[src/hdl/qfpr_pkg.sv]
// ----------------------------------------------------------------------------
// qfpr_pkg
// Shared types and codes of the false-position root finder.
// ----------------------------------------------------------------------------
package qfpr_pkg;

  localparam int CFG_IDX_BITS = 3;
  localparam int TOL_BITS     = 31;
  localparam int LIM_BITS     = 8;
  localparam int PASS_BITS    = 9;
  localparam int STAT_BITS    = 2;

  typedef enum logic [CFG_IDX_BITS-1:0] {
    CFG_COEF_SQUARE = 3'd0,
    CFG_COEF_LINEAR = 3'd1,
    CFG_COEF_CONST  = 3'd2,
    CFG_TOLERANCE   = 3'd3,
    CFG_MAX_ITER    = 3'd4
  } cfg_idx_t;

  typedef enum logic [STAT_BITS-1:0] {
    ST_FOUND = 2'd0,
    ST_LIMIT = 2'd1,
    ST_BAD   = 2'd2
  } status_t;

  // datapath operations
  typedef enum logic [4:0] {
    OP_NOP, OP_LOAD, OP_M_SQ, OP_S_SQ, OP_M_P1, OP_S_P1, OP_M_P2, OP_S_P2,
    OP_SUM, OP_FIN, OP_ST_F1, OP_ST_F2, OP_BRK, OP_SEC, OP_DINIT, OP_DSTEP,
    OP_X3, OP_UPD, OP_OUT
  } op_t;

  typedef enum logic [1:0] {
    PH_F1 = 2'd0,
    PH_F2 = 2'd1,
    PH_F3 = 2'd2
  } phase_t;

  typedef struct packed {
    op_t op;
  } dp_cmd_t;

  typedef struct packed {
    logic bad;       // bracket rejected
    logic more;      // another pass is due
    logic div_done;  // divider finished
    logic out_busy;  // result register full
  } dp_stat_t;

endpackage

[src/hdl/qfpr_ctrl.sv]
// ----------------------------------------------------------------------------
// qfpr_ctrl
// Sequencer: evaluations, bracket check, secant passes and result hand-off.
// ----------------------------------------------------------------------------
module qfpr_ctrl
  import qfpr_pkg::*;
(
  input  logic     clk,
  input  logic     rst_n,
  input  logic     start,
  output logic     idle,
  input  dp_stat_t stat,
  output dp_cmd_t  cmd
);

  typedef enum logic [19:0] {
    S_IDLE  = 20'h00001,
    S_M_SQ  = 20'h00002,
    S_S_SQ  = 20'h00004,
    S_M_P1  = 20'h00008,
    S_S_P1  = 20'h00010,
    S_M_P2  = 20'h00020,
    S_S_P2  = 20'h00040,
    S_SUM   = 20'h00080,
    S_FIN   = 20'h00100,
    S_ST_F1 = 20'h00200,
    S_ST_F2 = 20'h00400,
    S_BRK   = 20'h00800,
    S_SEC   = 20'h01000,
    S_DINIT = 20'h02000,
    S_DSTEP = 20'h04000,
    S_X3    = 20'h08000,
    S_UPD   = 20'h10000,
    S_LOOP  = 20'h20000,
    S_DONE  = 20'h40000,
    S_BAD   = 20'h80000
  } state_t;

  state_t state_r, state_nxt;
  phase_t phase_r, phase_nxt;

  assign idle = (state_r == S_IDLE);

  always_comb begin
    state_nxt = state_r;
    phase_nxt = phase_r;
    cmd.op    = OP_NOP;
    case (state_r)
      S_IDLE: begin
        if (start) begin
          cmd.op    = OP_LOAD;
          phase_nxt = PH_F1;
          state_nxt = S_M_SQ;
        end
      end
      S_M_SQ: begin cmd.op = OP_M_SQ; state_nxt = S_S_SQ; end
      S_S_SQ: begin cmd.op = OP_S_SQ; state_nxt = S_M_P1; end
      S_M_P1: begin cmd.op = OP_M_P1; state_nxt = S_S_P1; end
      S_S_P1: begin cmd.op = OP_S_P1; state_nxt = S_M_P2; end
      S_M_P2: begin cmd.op = OP_M_P2; state_nxt = S_S_P2; end
      S_S_P2: begin cmd.op = OP_S_P2; state_nxt = S_SUM; end
      S_SUM:  begin cmd.op = OP_SUM;  state_nxt = S_FIN; end
      S_FIN: begin
        cmd.op = OP_FIN;
        case (phase_r)
          PH_F1:   state_nxt = S_ST_F1;
          PH_F2:   state_nxt = S_ST_F2;
          default: state_nxt = S_UPD;
        endcase
      end
      S_ST_F1: begin
        cmd.op    = OP_ST_F1;
        phase_nxt = PH_F2;
        state_nxt = S_M_SQ;
      end
      S_ST_F2: begin cmd.op = OP_ST_F2; state_nxt = S_BRK; end
      S_BRK: begin
        cmd.op    = OP_BRK;
        state_nxt = S_LOOP;
      end
      S_SEC:   begin cmd.op = OP_SEC;   state_nxt = S_DINIT; end
      S_DINIT: begin cmd.op = OP_DINIT; state_nxt = S_DSTEP; end
      S_DSTEP: begin
        cmd.op = OP_DSTEP;
        if (stat.div_done) begin
          cmd.op    = OP_NOP;
          state_nxt = S_X3;
        end
      end
      S_X3: begin
        cmd.op    = OP_X3;
        phase_nxt = PH_F3;
        state_nxt = S_M_SQ;
      end
      S_UPD: begin cmd.op = OP_UPD; state_nxt = S_LOOP; end
      S_LOOP: begin
        // status flags are registered by BRK / UPD the cycle before
        if (stat.bad)       state_nxt = S_BAD;
        else if (stat.more) state_nxt = S_SEC;
        else                state_nxt = S_DONE;
      end
      S_DONE, S_BAD: begin
        if (!stat.out_busy) begin
          cmd.op    = OP_OUT;
          state_nxt = S_IDLE;
        end
      end
      default: state_nxt = S_IDLE;
    endcase
  end

  always_ff @(posedge clk) begin
    if (!rst_n) begin
      state_r <= S_IDLE;
      phase_r <= PH_F1;
    end else begin
      state_r <= state_nxt;
      phase_r <= phase_nxt;
    end
  end

endmodule

[src/hdl/qfpr_dp.sv]
// ----------------------------------------------------------------------------
// qfpr_dp
// Datapath: registers, shared multiplier, restoring divider, result register.
// ----------------------------------------------------------------------------
module qfpr_dp
  import qfpr_pkg::*;
#(
  parameter int W = 32,
  parameter int F = 16,
  parameter int CW = 32
)(
  input  logic                 clk,
  input  logic                 rst_n,
  input  dp_cmd_t              cmd,
  output dp_stat_t             stat,
  input  logic [W-1:0]         in_low,
  input  logic [W-1:0]         in_high,
  input  logic                 cfg_we,
  input  logic [CFG_IDX_BITS-1:0] cfg_index,
  input  logic [CW-1:0]        cfg_wdata,
  input  logic                 out_ready,
  output logic                 out_valid,
  output logic [W-1:0]         out_root,
  output logic [STAT_BITS-1:0] out_status,
  output logic [PASS_BITS-1:0] out_passes
);

  localparam int PW  = 2*W + 2;
  localparam int NB  = $clog2(PW + 1);
  localparam int TW  = W + TOL_BITS + 1;
  localparam logic [PW-1:0] LIM_NEG = PW'(1) << (W-1);
  localparam logic [PW-1:0] LIM_POS = LIM_NEG - PW'(1);
  localparam logic [W-1:0]  WMAX    = LIM_POS[W-1:0];
  localparam logic [W-1:0]  WMIN    = LIM_NEG[W-1:0];

  function automatic logic [W:0] magw(input logic [W:0] v);
    return v[W] ? (~v + 1'b1) : v;
  endfunction

  function automatic logic [W-1:0] fsat(input logic [PW-1:0] p, input logic neg);
    logic [PW-1:0] s;
    logic [PW-1:0] r;
    s = p >> F;
    r = neg ? ((s > LIM_NEG) ? LIM_NEG : s) : ((s > LIM_POS) ? LIM_POS : s);
    return neg ? W'(~r + 1'b1) : W'(r);
  endfunction

  function automatic logic [W-1:0] sadd(input logic [W-1:0] a, input logic [W-1:0] b);
    logic [W:0] s;
    s = {a[W-1], a} + {b[W-1], b};
    if (s[W] != s[W-1]) return s[W] ? WMIN : WMAX;
    return s[W-1:0];
  endfunction

  function automatic logic [W:0] sx(input logic [W-1:0] v);
    return {v[W-1], v};
  endfunction

  // configuration
  logic [W-1:0]          c2_r, c1_r, c0_r;
  logic [TOL_BITS-1:0]   tol_r;
  logic [LIM_BITS-1:0]   lim_r;

  // working registers
  logic [W-1:0]  x1_r, x2_r, xe_r, f1_r, f2_r, fe_r, sq_r, p1_r, p2_r, acc_r;
  logic [PW-1:0] prod_r;
  logic          neg_r, sneg_r, triv_r;
  logic [W:0]    den_r, rem_r;
  logic [PW-1:0] dq_r;
  logic [NB-1:0] dcnt_r;
  logic [PASS_BITS-1:0] cnt_r;
  logic          found_r, bad_r;

  logic          ov_r;
  logic [W-1:0]  oroot_r;
  logic [STAT_BITS-1:0] ostat_r;
  logic [PASS_BITS-1:0] opass_r;

  // shared multiplier operands
  logic [W:0]    ma, mb;
  logic [PW-1:0] prod;
  logic [W:0]    dx, den, f3m;
  logic [W+1:0]  trial;
  logic          ge;
  logic [W:0]    xsum;
  logic          f1pos, f1neg, f2pos, f2neg, f3pos, f3neg;

  always_comb begin
    ma = magw(sx(xe_r));
    mb = magw(sx(xe_r));
    case (cmd.op)
      OP_M_P1: begin ma = magw(sx(c2_r)); mb = magw(sx(sq_r)); end
      OP_M_P2: begin ma = magw(sx(c1_r)); mb = magw(sx(xe_r)); end
      OP_SEC:  begin ma = magw(dx);       mb = magw(sx(f1_r)); end
      default: ;
    endcase
  end

  assign prod  = PW'(ma) * PW'(mb);
  assign dx    = sx(x2_r) - sx(x1_r);
  assign den   = sx(f1_r) - sx(f2_r);
  assign trial = {rem_r, dq_r[PW-1]};
  assign ge    = trial >= {1'b0, den_r};
  assign xsum  = sneg_r ? (sx(x1_r) - dq_r[W:0]) : (sx(x1_r) + dq_r[W:0]);
  assign f3m   = magw(sx(fe_r));

  assign f1pos = !f1_r[W-1] && (f1_r != '0);
  assign f1neg = f1_r[W-1];
  assign f2pos = !f2_r[W-1] && (f2_r != '0);
  assign f2neg = f2_r[W-1];
  assign f3pos = !fe_r[W-1] && (fe_r != '0);
  assign f3neg = fe_r[W-1];

  always_ff @(posedge clk) begin
    if (!rst_n) begin
      c2_r    <= '0;
      c1_r    <= '0;
      c0_r    <= '0;
      tol_r   <= TOL_BITS'(66);
      lim_r   <= LIM_BITS'(100);
      ov_r    <= 1'b0;
      bad_r   <= 1'b0;
      found_r <= 1'b0;
      cnt_r   <= '0;
      dcnt_r  <= '0;
    end else begin
      if (cfg_we) begin
        case (cfg_index)
          CFG_COEF_SQUARE: c2_r  <= cfg_wdata[W-1:0];
          CFG_COEF_LINEAR: c1_r  <= cfg_wdata[W-1:0];
          CFG_COEF_CONST:  c0_r  <= cfg_wdata[W-1:0];
          CFG_TOLERANCE:   tol_r <= cfg_wdata[TOL_BITS-1:0];
          CFG_MAX_ITER:    lim_r <= cfg_wdata[LIM_BITS-1:0];
          default: ;
        endcase
      end
      if (ov_r && out_ready) ov_r <= 1'b0;
      case (cmd.op)
        OP_LOAD: begin
          x1_r    <= in_low;
          x2_r    <= in_high;
          xe_r    <= in_low;
          cnt_r   <= '0;
          found_r <= 1'b0;
          bad_r   <= 1'b0;
        end
        OP_M_SQ: begin prod_r <= prod; neg_r <= 1'b0; end
        OP_S_SQ: sq_r <= fsat(prod_r, neg_r);
        OP_M_P1: begin prod_r <= prod; neg_r <= c2_r[W-1] ^ sq_r[W-1]; end
        OP_S_P1: p1_r <= fsat(prod_r, neg_r);
        OP_M_P2: begin prod_r <= prod; neg_r <= c1_r[W-1] ^ xe_r[W-1]; end
        OP_S_P2: p2_r <= fsat(prod_r, neg_r);
        OP_SUM:  acc_r <= sadd(p1_r, p2_r);
        OP_FIN:  fe_r <= sadd(acc_r, c0_r);
        OP_ST_F1: begin f1_r <= fe_r; xe_r <= x2_r; end
        OP_ST_F2: f2_r <= fe_r;
        OP_BRK:  bad_r <= (f1pos && f2pos) || (f1neg && f2neg);
        OP_SEC: begin
          prod_r <= prod;
          den_r  <= magw(den);
          sneg_r <= dx[W] ^ f1_r[W-1] ^ den[W];
          triv_r <= (den == '0) || (f1_r == '0) || (dx == '0);
        end
        OP_DINIT: begin
          dq_r   <= prod_r;
          rem_r  <= '0;
          dcnt_r <= '0;
        end
        OP_DSTEP: begin
          rem_r  <= ge ? (W+1)'(trial - {1'b0, den_r}) : trial[W:0];
          dq_r   <= {dq_r[PW-2:0], ge};
          dcnt_r <= dcnt_r + 1'b1;
        end
        OP_X3: xe_r <= triv_r ? x1_r : xsum[W-1:0];
        OP_UPD: begin
          if ((!f1pos && !f3pos) || (!f1neg && !f3neg)) begin
            x1_r <= xe_r;
            f1_r <= fe_r;
          end else begin
            x2_r <= xe_r;
            f2_r <= fe_r;
          end
          cnt_r   <= cnt_r + 1'b1;
          found_r <= (fe_r == '0) || (TW'(f3m) < TW'(tol_r));
        end
        OP_OUT: begin
          ov_r    <= 1'b1;
          oroot_r <= bad_r ? '0 : xe_r;
          ostat_r <= bad_r ? ST_BAD : (found_r ? ST_FOUND : ST_LIMIT);
          opass_r <= bad_r ? '0 : cnt_r;
        end
        default: ;
      endcase
    end
  end

  assign stat.bad      = bad_r;
  assign stat.more     = !found_r && (cnt_r <= {1'b0, lim_r});
  assign stat.div_done = (dcnt_r == NB'(PW));
  assign stat.out_busy = ov_r;

  assign out_valid  = ov_r;
  assign out_root   = oroot_r;
  assign out_status = ostat_r;
  assign out_passes = opass_r;

endmodule

[src/hdl/quadratic_false_position_root_unit.sv]
// ----------------------------------------------------------------------------
// quadratic_false_position_root_unit
// Regula falsi root search of c2*x^2 + c1*x + c0 in saturating fixed point.
// ----------------------------------------------------------------------------
//  channel | dir | fields (tdata, lowest bit up)
//  in_     | in  | bracket_low, bracket_high
//  out_    | out | root_estimate, status, passes_used
//  cfg_    | in  | write enable, register index, data
//
//  One f evaluation runs x*x, c2*x^2 and c1*x on the shared multiplier,
//  then adds the terms and c0; each pass evaluates f at the point that
//  the bit-serial restoring divider's quotient places on the secant.
//  rst_n is synchronous; the result register holds until out_tready, and a
//  new beat is taken only once the previous result is in that register.
// ----------------------------------------------------------------------------
module quadratic_false_position_root_unit
  import qfpr_pkg::*;
#(
  parameter int WORD_BITS = 32,
  parameter int FRAC_BITS = 16
)(
  input  logic clk,
  input  logic rst_n,
  input  logic in_tvalid,
  output logic in_tready,
  // bracket_low, bracket_high
  input  logic [((2*WORD_BITS+7)/8)*8-1:0] in_tdata,
  output logic out_tvalid,
  input  logic out_tready,
  // root_estimate, status, passes_used
  output logic [((WORD_BITS+STAT_BITS+PASS_BITS+7)/8)*8-1:0] out_tdata,
  input  logic cfg_we,
  input  logic [CFG_IDX_BITS-1:0] cfg_index,
  input  logic [((WORD_BITS > TOL_BITS) ? WORD_BITS : TOL_BITS)-1:0] cfg_wdata
);

  localparam int CW = (WORD_BITS > TOL_BITS) ? WORD_BITS : TOL_BITS;
  localparam int OB = ((WORD_BITS+STAT_BITS+PASS_BITS+7)/8)*8;
  localparam int OF = WORD_BITS+STAT_BITS+PASS_BITS;

  dp_cmd_t  cmd;
  dp_stat_t stat;
  logic     idle;
  logic [WORD_BITS-1:0] root;
  logic [STAT_BITS-1:0] status;
  logic [PASS_BITS-1:0] passes;

  assign in_tready = idle;

  qfpr_ctrl u_ctrl (
    .clk   (clk),
    .rst_n (rst_n),
    .start (in_tvalid),
    .idle  (idle),
    .stat  (stat),
    .cmd   (cmd)
  );

  qfpr_dp #(.W(WORD_BITS), .F(FRAC_BITS), .CW(CW)) u_dp (
    .clk        (clk),
    .rst_n      (rst_n),
    .cmd        (cmd),
    .stat       (stat),
    .in_low     (in_tdata[WORD_BITS-1:0]),
    .in_high    (in_tdata[2*WORD_BITS-1:WORD_BITS]),
    .cfg_we     (cfg_we),
    .cfg_index  (cfg_index),
    .cfg_wdata  (cfg_wdata),
    .out_ready  (out_tready),
    .out_valid  (out_tvalid),
    .out_root   (root),
    .out_status (status),
    .out_passes (passes)
  );

  assign out_tdata = {{(OB-OF){1'b0}}, passes, status, root};

`ifndef SYNTHESIS
  // a rejected bracket reports no root and no passes
  a_bad_clean: assert property (@(posedge clk) disable iff (!rst_n)
    out_tvalid && status == ST_BAD |-> root == '0 && passes == '0)
    else $error("bad bracket result not clean");
  // every non-rejected result ran at least one pass
  a_pass_run: assert property (@(posedge clk) disable iff (!rst_n)
    out_tvalid && status != ST_BAD |-> passes != '0)
    else $error("result without a pass");
  // no beat is taken while an item is in flight
  a_busy: assert property (@(posedge clk) disable iff (!rst_n)
    in_tvalid && in_tready |=> !in_tready)
    else $error("input taken while busy");
`endif

endmodule
[config.mk]
export PLATFORM = sky130hd
export DESIGN_NAME = quadratic_false_position_root_unit
export DESIGN_NICKNAME = d
export VERILOG_FILES = /design/src/hdl/qfpr_pkg.sv /design/src/hdl/qfpr_ctrl.sv /design/src/hdl/qfpr_dp.sv /design/src/hdl/quadratic_false_position_root_unit.sv
export SDC_FILE = /design/constraint.sdc
export NUM_CORES = 2
export LEC_CHECK = 0
export BUFFER_PORTS_ARGS = -buffer_cell sky130_fd_sc_hd__buf_4
export CAP_MARGIN = 20
export CORE_MARGIN = 8
export CORE_UTILIZATION = 45
export DETAILED_ROUTE_END_ITERATION = 7
export GPL_ROUTABILITY_DRIVEN = 0
export PLACE_DENSITY = 0.63
export SYNTH_ARGS = -nofsm -noshare
export SYNTH_HDL_FRONTEND = slang
export SYNTH_SLANG_ARGS = --single-unit
[constraint.sdc]
create_clock -name clk -period 11.3 [get_ports clk]
set_input_delay 1.695 -clock clk [delete_from_list [all_inputs] [get_ports clk]]
set_output_delay 1.695 -clock clk [all_outputs]
set_load 0.03 [all_outputs]
==> metrics.cfg <==
[run_status]
outcome = completed

[run]
maxCapViolCount = 0

[sta]
clock_skew_ns = 0.0934
hold_violations = 0
setup_viol = 0
layout_min_cycle_time_ns = 11.08
finalMaxSlewViolations = 0
relSlewSlack = 0.157
timing.fmax_mhz = 90.2
rsz0062_at_grt = true
fin_ws_ns = 0.217
tightest_slew_ns = 1.26
final.period_utilization = 0.981

[cts]
cts.htree.levels = 3
clk_pin_slew_worst_paths_ns = 0.06
cts.sinks = 740
cts_tree = yes
clock_latency_ns = 0.73
cts_max_path_buffers = 3
hold_buffers = 0
root_buffer = clkbuf_16
cts_buffers = 86

[synthesis]
yosysWarnings = 0
yosysTopAreaCell = fa_1
synth_common_cells = nand2_1 (1,403), inv_1 (1,257), fa_1 (964)
syn_area_mm2 = 0.0802
yosysMostFrequentCell = nand2_1
synthCells = 8937
synth_edf_count = 564
synth_cell_types = 104
synthArstFlopShare = 0
synth_top_area_share = 0.241
synthTopCellsByArea = fa_1 (24%), edfxtp_1 (21%), ha_1 (8.0%), nand2_1 (6.6%), inv_1 (5.9%)
avgSynthCellArea_um2 = 8.97
synth_ff_type = edfxtp_1
ys_seq_area_frac = 0.255
ys_seq_elements = 740

[route]
dr_total_vias = 67900
routedWlPerCell_um = 22.5
dr.pass1.iters = 7
ant_nets = 0
drcViolationCount = 0
wl_um = 267000
drtIter0Drc = 7187
vias_per_cell = 5.74

[placement]
place_ws_ns = -0.566
place_area_mm2 = 0.0879
post-dp-hpwl_um = 214000
numPortBuffers = 148

[layout]
final_nets = 11000
drive_gt1_frac = 0.121
final_util = 0.519
final_cell_area_mm2 = 0.0923
syn_to_final_growth_pct = 15.1

[global_route]
grt_max_degree = 93
grt_pass1_wl_um = 403000
grt_usage = 0.271
grt_pass1_vias = 67800
grt_overflow_total = 0
grt_antenna_before_repair = 7

[floorplanning]
rows = 155
core-area_mm2 = 0.178
floorplan.initialDensity = 0.451
io_pins = 154
die_h_um = 438
dieArea_mm2 = 0.192
die_x_um = 438

[min_path]
min_path_type = reg -> reg

[setup_path]
crit_top_cell = fa_1
worstPathMaxFanout = 13
worstPathArrival_ns = 11.56
cp_slowest_cell = or4_1
path_class = reg -> reg
cp-start-kind = flop
max_stage_delay_ns = 0.62
critPathCaptureType = flop
required_ns = 11.78

registers in the layout (all words and copies together) (netlist names), 33 cells and up:
| signal | cells |
|---|---|
| u_dp.prod_r | 66 |
| u_dp.rem_r | 33 |
| u_dp.den_r | 33 |
| u_dp.dq_r | 66 |
worst max-delay path: cells and delay by family (launching register included):
kind / cells / cell delay (ns)
simple gates: 10 / 3.26
xor+xnor: 2 / 0.50
buf+inv: 6 / 0.76
compound gates: 9 / 1.84
fa+ha+maj: 9 / 4.08
flops: 1 / 0.39
final cells by class:
cell class	count	area [um^2]
sequential	740	20500
clock buffer	103	2290
tap	2355	2950
clock inverter	56	815
fill	16200	85500
antenna	6	15.0
inverter	1258	4720
timing repair buffer	741	6290
multi-input combinational	6575	54800
logic make-up after synthesis:
logic type / count (synthesis) / share of synthesized area
AO/OA/AOI/OAI: 1532 / 0.122
XOR/XNOR: 478 / 0.0522
adder cells (fa/ha/maj): 1490 / 0.322
buffers and inverters: 1658 / 0.0789
flip-flops: 740 / 0.255
multiplexers: 45 / 0.00566
other: 2 / 0.0000936
AND/OR/NAND/NOR: 2992 / 0.164
timing repair:
action	in CTS	in global routing
buffers inserted	5	23
pin swaps	9	90
gates cloned	0	2
setup endpoints to repair	15	22
gates resized for setup	35	175
metrics by stage:
step	hold slack [ns]	instances	TNS (ns)
2_1_floorplan	0.406	8973	0
3_3_place_gp	0.432	11600	-2.16
3_5_place_dp	0.448	11600	-4.13
4_1_cts	0.448	11800	-0.0219
5_1_grt	0.472	11800	-0.593
6_report	0.455	11800	0
layout by cell type, fill, tap and decap left out, types with 38 or more instances in the layout:
cell | netlist | routed
conb_1 | 2 | 38
nand2b_1 | 66 | 66
a21oi_1 | 478 | 450
nand2_1 | 1403 | 1401
clkbuf_16 | 0 | 87
o31ai_1 | 64 | 57
buf_12 | 0 | 43
a21o_1 | 163 | 163
inv_1 | 1257 | 1254
edfxtp_1 | 564 | 564
xnor2_1 | 287 | 283
nand3_1 | 84 | 83
or4_1 | 50 | 45
nor2_1 | 837 | 811
nand4_1 | 53 | 53
o21a_1 | 57 | 50
ha_1 | 510 | 494
o21ai_0 | 326 | 300
fa_1 | 964 | 943
and3_1 | 48 | 48
nor4_1 | 46 | 41
nor2b_1 | 97 | 96
and2_1 | 78 | 75
a31oi_1 | 52 | 48
dfxtp_1 | 176 | 175
nor3_1 | 80 | 78
buf_4 | 10 | 669
xor2_1 | 191 | 187
mux2i_1 | 42 | 42
or3_1 | 49 | 46
final timing paths:
check,startpoint,slack (ns),depth (start not counted),end
worst max register to register,u_dp.f1_r[9]$_DFFE_PP_,0.22,36,u_dp.prod_r[51]$_DFFE_PP_
worst max-delay path,u_dp.f1_r[9]$_DFFE_PP_,0.22,36,u_dp.prod_r[51]$_DFFE_PP_
worst min-delay path,u_dp.tol_r[13]$_SDFFE_PN0P_,0.46,2,u_dp.tol_r[13]$_SDFFE_PN0P_
worst min register to register,u_dp.tol_r[13]$_SDFFE_PN0P_,0.46,2,u_dp.tol_r[13]$_SDFFE_PN0P_
per-layer routing:
layer / up-vias / track usage / routed length [um]
met2: 3395 / 0.429 / 120000
met1: 33400 / 0.344 / 102000
met4: 2 / 0.156 / 18800
met3: 853 / 0.0569 / 25500
li1: 30200 / - / -
met5: - / 0 / 12
Power is left out: the tool's default activity adds up to more than one toggle a clock period on the data nets, which glitch-free logic cannot reach.
